`src/design/atce_pkg.sv`:
```
package atce_pkg;

    localparam int DEF_MAX_COLUMNS = 128;
    localparam int DEF_MAX_ROWS    = 64;
    localparam int DEF_PARAM_SLOTS = 8;

    localparam int QUEUE_DEPTH = 2;
    localparam int CFG_INDEX_W = 2;
    localparam int CFG_DATA_W  = 8;

    localparam logic [CFG_INDEX_W-1:0] REG_COLUMNS = 2'd0;
    localparam logic [CFG_INDEX_W-1:0] REG_ROWS    = 2'd1;

    localparam logic [7:0] COLUMNS_RESET = 8'd80;
    localparam logic [6:0] ROWS_RESET    = 7'd25;

    localparam logic [7:0] CODE_ESC   = 8'h1B;
    localparam logic [7:0] CODE_CR    = 8'h0D;
    localparam logic [7:0] CODE_LF    = 8'h0A;
    localparam logic [7:0] CODE_BS    = 8'h08;
    localparam logic [7:0] CODE_TAB   = 8'h09;
    localparam logic [7:0] CODE_DEL   = 8'h7F;
    localparam logic [7:0] CODE_SPACE = 8'h20;
    localparam logic [7:0] CODE_SEMI  = 8'h3B;
    localparam logic [7:0] CODE_QUERY = 8'h3F;
    localparam logic [7:0] CODE_LBR   = 8'h5B;
    localparam logic [7:0] CODE_SAVE  = 8'h37;
    localparam logic [7:0] CODE_REST  = 8'h38;
    localparam logic [7:0] CODE_ZERO  = 8'h30;
    localparam logic [7:0] CODE_NINE  = 8'h39;

    localparam logic [7:0] FIN_UP    = 8'h41;
    localparam logic [7:0] FIN_DOWN  = 8'h42;
    localparam logic [7:0] FIN_RIGHT = 8'h43;
    localparam logic [7:0] FIN_LEFT  = 8'h44;
    localparam logic [7:0] FIN_POS_H = 8'h48;
    localparam logic [7:0] FIN_POS_F = 8'h66;
    localparam logic [7:0] FIN_ERASE = 8'h4A;
    localparam logic [7:0] FIN_EOL   = 8'h4B;
    localparam logic [7:0] FIN_SGR   = 8'h6D;
    localparam logic [7:0] FIN_SAVE  = 8'h73;
    localparam logic [7:0] FIN_REST  = 8'h75;

    localparam int TAB_STEP = 8;
    localparam int TAB_MASK = ~7;
    localparam logic [15:0] ERASE_ALL = 16'd2;

    localparam logic [15:0] SGR_FG_LO  = 16'd30;
    localparam logic [15:0] SGR_FG_HI  = 16'd37;
    localparam logic [15:0] SGR_FG_DEF = 16'd39;
    localparam logic [15:0] SGR_BG_LO  = 16'd40;
    localparam logic [15:0] SGR_BG_HI  = 16'd47;
    localparam logic [15:0] SGR_BG_DEF = 16'd49;

    localparam logic [2:0] BLANK_FG = 3'd7;
    localparam logic [2:0] BLANK_BG = 3'd0;

    typedef struct packed {
        logic [2:0] bg;
        logic [2:0] fg;
        logic [7:0] ch;
    } cell_t;

    localparam cell_t BLANK_CELL = '{bg: BLANK_BG, fg: BLANK_FG, ch: CODE_SPACE};

    typedef enum logic [1:0] {
        MODE_NORMAL,
        MODE_ESCAPE,
        MODE_CSI
    } parse_mode_t;

    typedef enum logic [2:0] {
        ST_CLEAR,
        ST_IDLE,
        ST_READ,
        ST_FINAL,
        ST_SGR,
        ST_SCROLL_RD,
        ST_SCROLL_WR,
        ST_BLANK
    } back_state_t;

    typedef struct packed {
        logic       is_read;
        logic [7:0] data;
        logic [6:0] col;
        logic [5:0] row;
        logic       k_esc;
        logic       k_cr;
        logic       k_lf;
        logic       k_bs;
        logic       k_tab;
        logic       k_ctrl;
        logic       k_digit;
        logic       k_semi;
        logic       k_skip;
        logic       k_lbr;
        logic       k_save;
        logic       k_rest;
    } cmd_t;

    typedef struct packed {
        logic valid;
        cmd_t cmd;
    } q_head_t;

    typedef struct packed {
        logic init_done;
    } back_status_t;

endpackage

```
`src/design/atce_front.sv`:
```
module atce_front (
    input  logic                   clk,
    input  logic                   rst_n,
    input  logic                   start,
    input  logic                   op,
    input  logic [7:0]             data_byte,
    input  logic [6:0]             read_column,
    input  logic [5:0]             read_row,
    output logic                   busy,
    input  atce_pkg::back_status_t status,
    input  logic                   pop,
    output atce_pkg::q_head_t      head
);

    localparam int QW = (atce_pkg::QUEUE_DEPTH > 1) ? $clog2(atce_pkg::QUEUE_DEPTH) : 1;
    localparam int NW = $clog2(atce_pkg::QUEUE_DEPTH + 1);

    atce_pkg::cmd_t  q_reg [atce_pkg::QUEUE_DEPTH];
    logic [QW-1:0]   wr_ptr_reg, wr_ptr_next;
    logic [QW-1:0]   rd_ptr_reg, rd_ptr_next;
    logic [NW-1:0]   count_reg, count_next;
    atce_pkg::cmd_t  cmd;
    logic            push;
    logic            do_pop;

    // byte classes do not depend on parser mode
    always_comb
    begin
        cmd         = '0;
        cmd.is_read = op;
        cmd.data    = data_byte;
        cmd.col     = read_column;
        cmd.row     = read_row;
        cmd.k_esc   = data_byte == atce_pkg::CODE_ESC;
        cmd.k_cr    = data_byte == atce_pkg::CODE_CR;
        cmd.k_lf    = data_byte == atce_pkg::CODE_LF;
        cmd.k_bs    = data_byte == atce_pkg::CODE_BS || data_byte == atce_pkg::CODE_DEL;
        cmd.k_tab   = data_byte == atce_pkg::CODE_TAB;
        cmd.k_ctrl  = data_byte < atce_pkg::CODE_SPACE;
        cmd.k_digit = data_byte inside {[atce_pkg::CODE_ZERO:atce_pkg::CODE_NINE]};
        cmd.k_semi  = data_byte == atce_pkg::CODE_SEMI;
        cmd.k_skip  = data_byte inside {atce_pkg::CODE_QUERY, atce_pkg::CODE_SPACE};
        cmd.k_lbr   = data_byte == atce_pkg::CODE_LBR;
        cmd.k_save  = data_byte == atce_pkg::CODE_SAVE;
        cmd.k_rest  = data_byte == atce_pkg::CODE_REST;
    end

    assign busy       = (count_reg == NW'(atce_pkg::QUEUE_DEPTH)) || !status.init_done;
    assign push       = start && !busy;
    assign do_pop     = pop && (count_reg != '0);
    assign head.valid = count_reg != '0;
    assign head.cmd   = q_reg[rd_ptr_reg];

    always_comb
    begin
        wr_ptr_next = wr_ptr_reg;
        rd_ptr_next = rd_ptr_reg;
        count_next  = count_reg;
        if (push)
        begin
            wr_ptr_next = (wr_ptr_reg == QW'(atce_pkg::QUEUE_DEPTH - 1)) ? '0 : wr_ptr_reg + 1'b1;
        end
        if (do_pop)
        begin
            rd_ptr_next = (rd_ptr_reg == QW'(atce_pkg::QUEUE_DEPTH - 1)) ? '0 : rd_ptr_reg + 1'b1;
        end
        if (push && !do_pop)
        begin
            count_next = count_reg + 1'b1;
        end
        else if (do_pop && !push)
        begin
            count_next = count_reg - 1'b1;
        end
    end

    always_ff @(posedge clk or negedge rst_n)
    begin
        if (!rst_n)
        begin
            wr_ptr_reg <= '0;
            rd_ptr_reg <= '0;
            count_reg  <= '0;
        end
        else
        begin
            wr_ptr_reg <= wr_ptr_next;
            rd_ptr_reg <= rd_ptr_next;
            count_reg  <= count_next;
        end
    end

    always_ff @(posedge clk)
    begin
        if (push)
        begin
            q_reg[wr_ptr_reg] <= cmd;
        end
    end

endmodule

```
`config.mk`:
```
export PLATFORM = sky130hd
export DESIGN_NAME = atce_front
export DESIGN_NICKNAME = d
export VERILOG_FILES = /design/src/design/atce_pkg.sv /design/src/design/atce_front.sv
export SDC_FILE = /design/constraint.sdc
export NUM_CORES = 1
export LEC_CHECK = 0
export BUFFER_PORTS_ARGS = -buffer_cell sky130_fd_sc_hd__buf_4
export CAP_MARGIN = 20
export CELL_PAD_IN_SITES_DETAIL_PLACEMENT = 0
export CELL_PAD_IN_SITES_GLOBAL_PLACEMENT = 1
export CORE_MARGIN = 4
export CORE_UTILIZATION = 46
export CTS_BUF_LIST = sky130_fd_sc_hd__clkbuf_8
export DETAILED_ROUTE_END_ITERATION = 8
export GPL_TIMING_DRIVEN = 0
export PLACE_DENSITY = 0.85
export SYNTH_ARGS = -nofsm -noshare
export SYNTH_HDL_FRONTEND = slang
export SYNTH_SLANG_ARGS = --single-unit
```
`constraint.sdc`:
```
create_clock -name clk -period 2.7 [get_ports clk]
set_input_delay 0.135 -clock clk [delete_from_list [all_inputs] [get_ports clk]]
set_output_delay 0.135 -clock clk [all_outputs]
set_load 0.05 [all_outputs]
```
# After elaboration in Yosys (flattened, before gate mapping)
# Memory sizes are Yosys's and may differ from the RTL's.
# Index checks and enable logic that the tools add are counted.
dict set report totals {
  inputBits 27
  mem_bits_rw 68
  mem_count 1
  ff_bits 4
  out_inout_bits 36
  elab_cells 44
}
dict set report op_classes {
  n_reduce_logical 14
  addsub 4
  n_eq_ne 13
  mux 6
  order_cmp 3
}
# memory words word_bits rd rd_ports_with_merged_regs write_ports line
set memory_table {}
lappend memory_table {q_reg 2 34 1 0 1 atce_front.sv:18} ;# atce_pkg::cmd_t q_reg [atce_pkg::QUEUE_DEPTH];
# op n
set ops {}
lappend ops {{8-bit by 6-bit == test with 1-bit output, second input constant} 5}
lappend ops {{8-bit by 4-bit == test with 1-bit output, second input constant} 4}
lappend ops {{8-bit by 7-bit == test with 1-bit output, second input constant} 2}
lappend ops {{8-bit by 5-bit == test with 1-bit output, second input constant} 1}
lappend ops {{8-bit by 6-bit >= comparator with 1-bit output, second input constant} 1}
lappend ops {{8-bit by 6-bit <= comparator with 1-bit output, second input constant} 1}
lappend ops {{8-bit by 6-bit < comparator with 1-bit output, second input constant} 1}
lappend ops {{2-bit nonzero test} 3}
lappend ops {{1-bit logical AND} 5}
lappend ops {{1-bit zero test} 4}
lappend ops {{1-bit 2-to-1 mux} 4}
lappend ops {{2-bit 2-to-1 mux} 2}
lappend ops {{1-bit adder, second input constant} 2}
lappend ops {{2-bit by 1-bit adder with 2-bit output, second input constant} 1}
lappend ops {{2-bit == test, second input constant} 1}
lappend ops {{1-bit logical OR} 2}
lappend ops {{2-bit by 1-bit subtractor with 2-bit output, second input constant} 1}

# Logic depth before layout (Yosys ltp)
dict set report depth {
  word_depth 8
  mapped_depth 7
  depth_no_buf 7
}

# Worst setup path after synthesis
# OpenSTA, ideal clock, no wires.
dict set report synth_timing {
  kind {flip-flop to flip-flop}
  startpoint {register count_reg[1]}
  endpoint {memory q_reg[0][0] (netlist bit) (enable)}
  t_arrival_ns 2.058
  n_path_buf 0
  slack_ns 0.216
  synth_period_minus_slack_ns 2.484
  path_stages_with_launch 4
  t_required_ns 2.275
  setup_ns 0.425
  path_cell_list {dfrtp_1 -> inv_1 -> o211ai_1 -> nor2_1}
}
dict set report synth_between {
  elab_chain_cells 6
}
# element line
set synth_lines {}
lappend synth_lines {{start: declaration} atce_front.sv:21} ;# logic [NW-1:0] count_reg, count_next;
lappend synth_lines {{start signal: assignment} atce_front.sv:89} ;# count_reg <= count_next;
lappend synth_lines {{2-bit == test} atce_front.sv:48} ;# assign busy = (count_reg == NW'(atce_pkg::QUEUE_DEPTH)) || !status.init_done;
lappend synth_lines {{1-bit logical OR} atce_front.sv:48}
lappend synth_lines {{1-bit zero test} atce_front.sv:49} ;# assign push = start && !busy;
lappend synth_lines {{1-bit logical AND} atce_front.sv:49}
lappend synth_lines {{1-bit 2-to-1 mux} atce_front.sv:95} ;# if (push)
lappend synth_lines {{1-bit 2-to-1 mux (implied by the code)} atce_front.sv:97} ;# q_reg[wr_ptr_reg] <= cmd;
lappend synth_lines {{end: declaration} atce_front.sv:18}
# No other way between the ends.

==> qor.yml <==
cts:
  root_buffer: "clkbuf_8"
  hold_buffers: 15
  cts_tree: "done"
  clockBufferDepth: 2
  h-tree-depth: 3
  clock_sinks: 72
  cts_made_buffers: 9
  clock_latency_ps: 330
  postCtsSetupBuffers: 0
  path_clk_slew_ps: 70
  cts_resized: 0
global_routing:
  grt_pass1_wl_um: 8270
  grt_pass1_vias: 1699
  gr-usage-all-layers_pct: 15.1
  grt_max_degree: 25
  grt_antenna_before_repair: 0
  overflow: 0
power:
  ir_drop_mv: 0.555
  swShare_pct: 39.2
  power_switching_mw: 1.53
  seqPwrFrac_pct: 37.1
  p_int_mw: 2.37
  p_per_area_nw_per_um2: 1030
  clock_power_share_pct: 18.5
  p_leak_nw: 1.41
  power.total_mw: 3.90
  comb_power_share_pct: 44.4
synth:
  ys_ff_latch: 72
  syn_inst: 153
  synthesis.area_um2: 2820
  seq_area_frac_synth_pct: 75.9
  ys.flop_type: "edfxtp_1"
  synth-edff-count: 68
  synth_cell_types: 30
  syn_avg_cell_area_um2: 18.4
  ys_warn_count: 0
  async_flop_share_pct: 5.56
  mappedNetlistNets: 181
layout:
  area.sequential_um2: 2140
  fin_util_pct: 63.8
  drive_gt1_share_pct: 48.4
  layout_common_cells: "edfxtp_1, buf_4, mux2_2"
  area_growth_pct: 33.9
  stdcell_count: 325
  finalNetCount: 273
  largest_register_ffs: 68
  nFillCells: 437
  insertedDiodeCount: 0
  final_common_cell: "edfxtp_1"
  multi_input_area_um2: 661
floorplanning:
  die_x_um: 86.3
  coreArea_um2: 5920
  die_area_um2: 7450
  ios: 63
  rows: 28
  start_util_pct: 47.7
  die-height_um: 86.3
place:
  place_congestion: 0.713
  hpwl_um: 3500
  dpl.cell_count: 292
  port_buffers: 62
route:
  wl_um: 5140
  vias_per_cell: 4.95
  drc_errors: 0
  drt-initial-drc-count: 74
  drtAntennaViolNets: 0
  wl_per_cell_um: 15.8
  vias: 1609
  first_pass_iters: 4
flow_run:
  cap_violations: 0
timing:
  worst_pin_slew_ps: 651
  period_minus_slack_ps: 2060
  clock_skew_ps: 6.95
  slew_headroom_pct: 56.4
  grt_setup_unrepaired: "no"
  slew_violations: 0
  hold_viol: 0
  fmax_mhz: 486
  finalSetupViolations: 0
  period_share_pct: 76.2
worst_setup_path:
  cp.arrival_ps: 1920
  crit_fanout: 10
  cp.required_ps: 2570
  start_kind: "flop"
  critPathKind: "reg -> out"
  cp-end-kind: "primary output"
worst_hold_path:
  hp-class: "in -> reg"
status:
  status: "complete, no violations"
==> metal layers <==
layer / routed length, um / track usage [%] / vias to the layer above
met1: 2200 / 18.6 / 771
li1: - / - / 768
met2: 2480 / 24.6 / 60
met3: 350 / 4.47 / 10
met5: 0 / 0 / -
met4: 101 / 6.80 / 0
==> critical path, stage by stage, from the launching register on <==
cell and delay, ps:
dfrtp_1 330, clkbuf_1 340, buf_2 340, mux2_2 380, buf_4 190
==> cell usage after synthesis, drive strengths merged (2+ instances only) <==
master  number  share of area, %
nor2         6              0.80
nor3b        2              0.71
inv          4              0.53
edfxtp      68                72
nand2b       2              0.44
or3          3               1.0
dfrtp        4               3.5
nand2        3              0.40
mux2        34                14
buf          3              0.53
xnor2        4               1.2
or2          3              0.67
o21ai        2              0.35
==> kinds of logic (layout without fill, tap and decap cells) <==
family / after synthesis / count (layout) / synth area share (%)
buf+inv: 8 / 105 / 1.20
fa+ha+maj: 1 / 1 / 0.443
flops: 72 / 72 / 75.9
compound gates: 5 / 5 / 1.15
xor+xnor: 5 / 5 / 1.55
mux: 34 / 34 / 13.6
simple gates: 28 / 28 / 6.16
==> metrics by stage <==
stage / setup TNS (ps) / hold slack (ps) / cell area [um2] / worst slack, ps
after floorplan: 0 / -161 / 2820 / 216
after global placement: -41410 / -65.4 / 3380 / -611
after detailed placement: 0 / -62.9 / 3440 / 909
after CTS: 0 / 0.263 / 3760 / 606
after global routing: 0 / 0.770 / 3780 / 502
final: 0 / 25.6 / 3780 / 643
==> path summary, 6_finish.rpt <==
check,start,end,slack [ps],cells after the start
setup reg to reg,count_reg[0]$_DFFE_PN0P_,count_reg[1]$_DFFE_PN0P_,900,6
hold / removal,data_byte[6],q_reg[0][31]$_DFFE_PP_,30,1
hold reg to reg,wr_ptr_reg$_DFFE_PN0P_,wr_ptr_reg$_DFFE_PN0P_,560,1
max in group asynchronous,rst_n,count_reg[0]$_DFFE_PN0P_,2460,2
min in group asynchronous,rst_n,wr_ptr_reg$_DFFE_PN0P_,130,2
setup / recovery,rd_ptr_reg$_DFFE_PN0P_,head[31],640,4
==> power groups by stage <==
| stage | clock, mW | sequential, mW | combinational (mW) |
|---|---|---|---|
| 2_1_floorplan | 0 | 1.46 | 1.24 |
| 3_3_place_gp | 0 | 1.47 | 1.68 |
| 3_5_place_dp | 0 | 1.47 | 1.73 |
| 4_1_cts | 0.748 | 1.45 | 1.75 |
| 5_1_grt | 0.805 | 1.46 | 1.82 |
| 6_report | 0.719 | 1.45 | 1.73 |
==> area by class of cell <==
cell class	count	share of cell area [%]
Clock inverter	5	0.530
Buffer	4	0.497
Sequential cell	72	56.7
Tap cell	75	2.48
Timing Repair Buffer	81	17.9
Clock buffer	11	4.01
Multi-Input combinational cell	73	17.5
Inverter	4	0.397
Power figures use the tool's default switching activity.
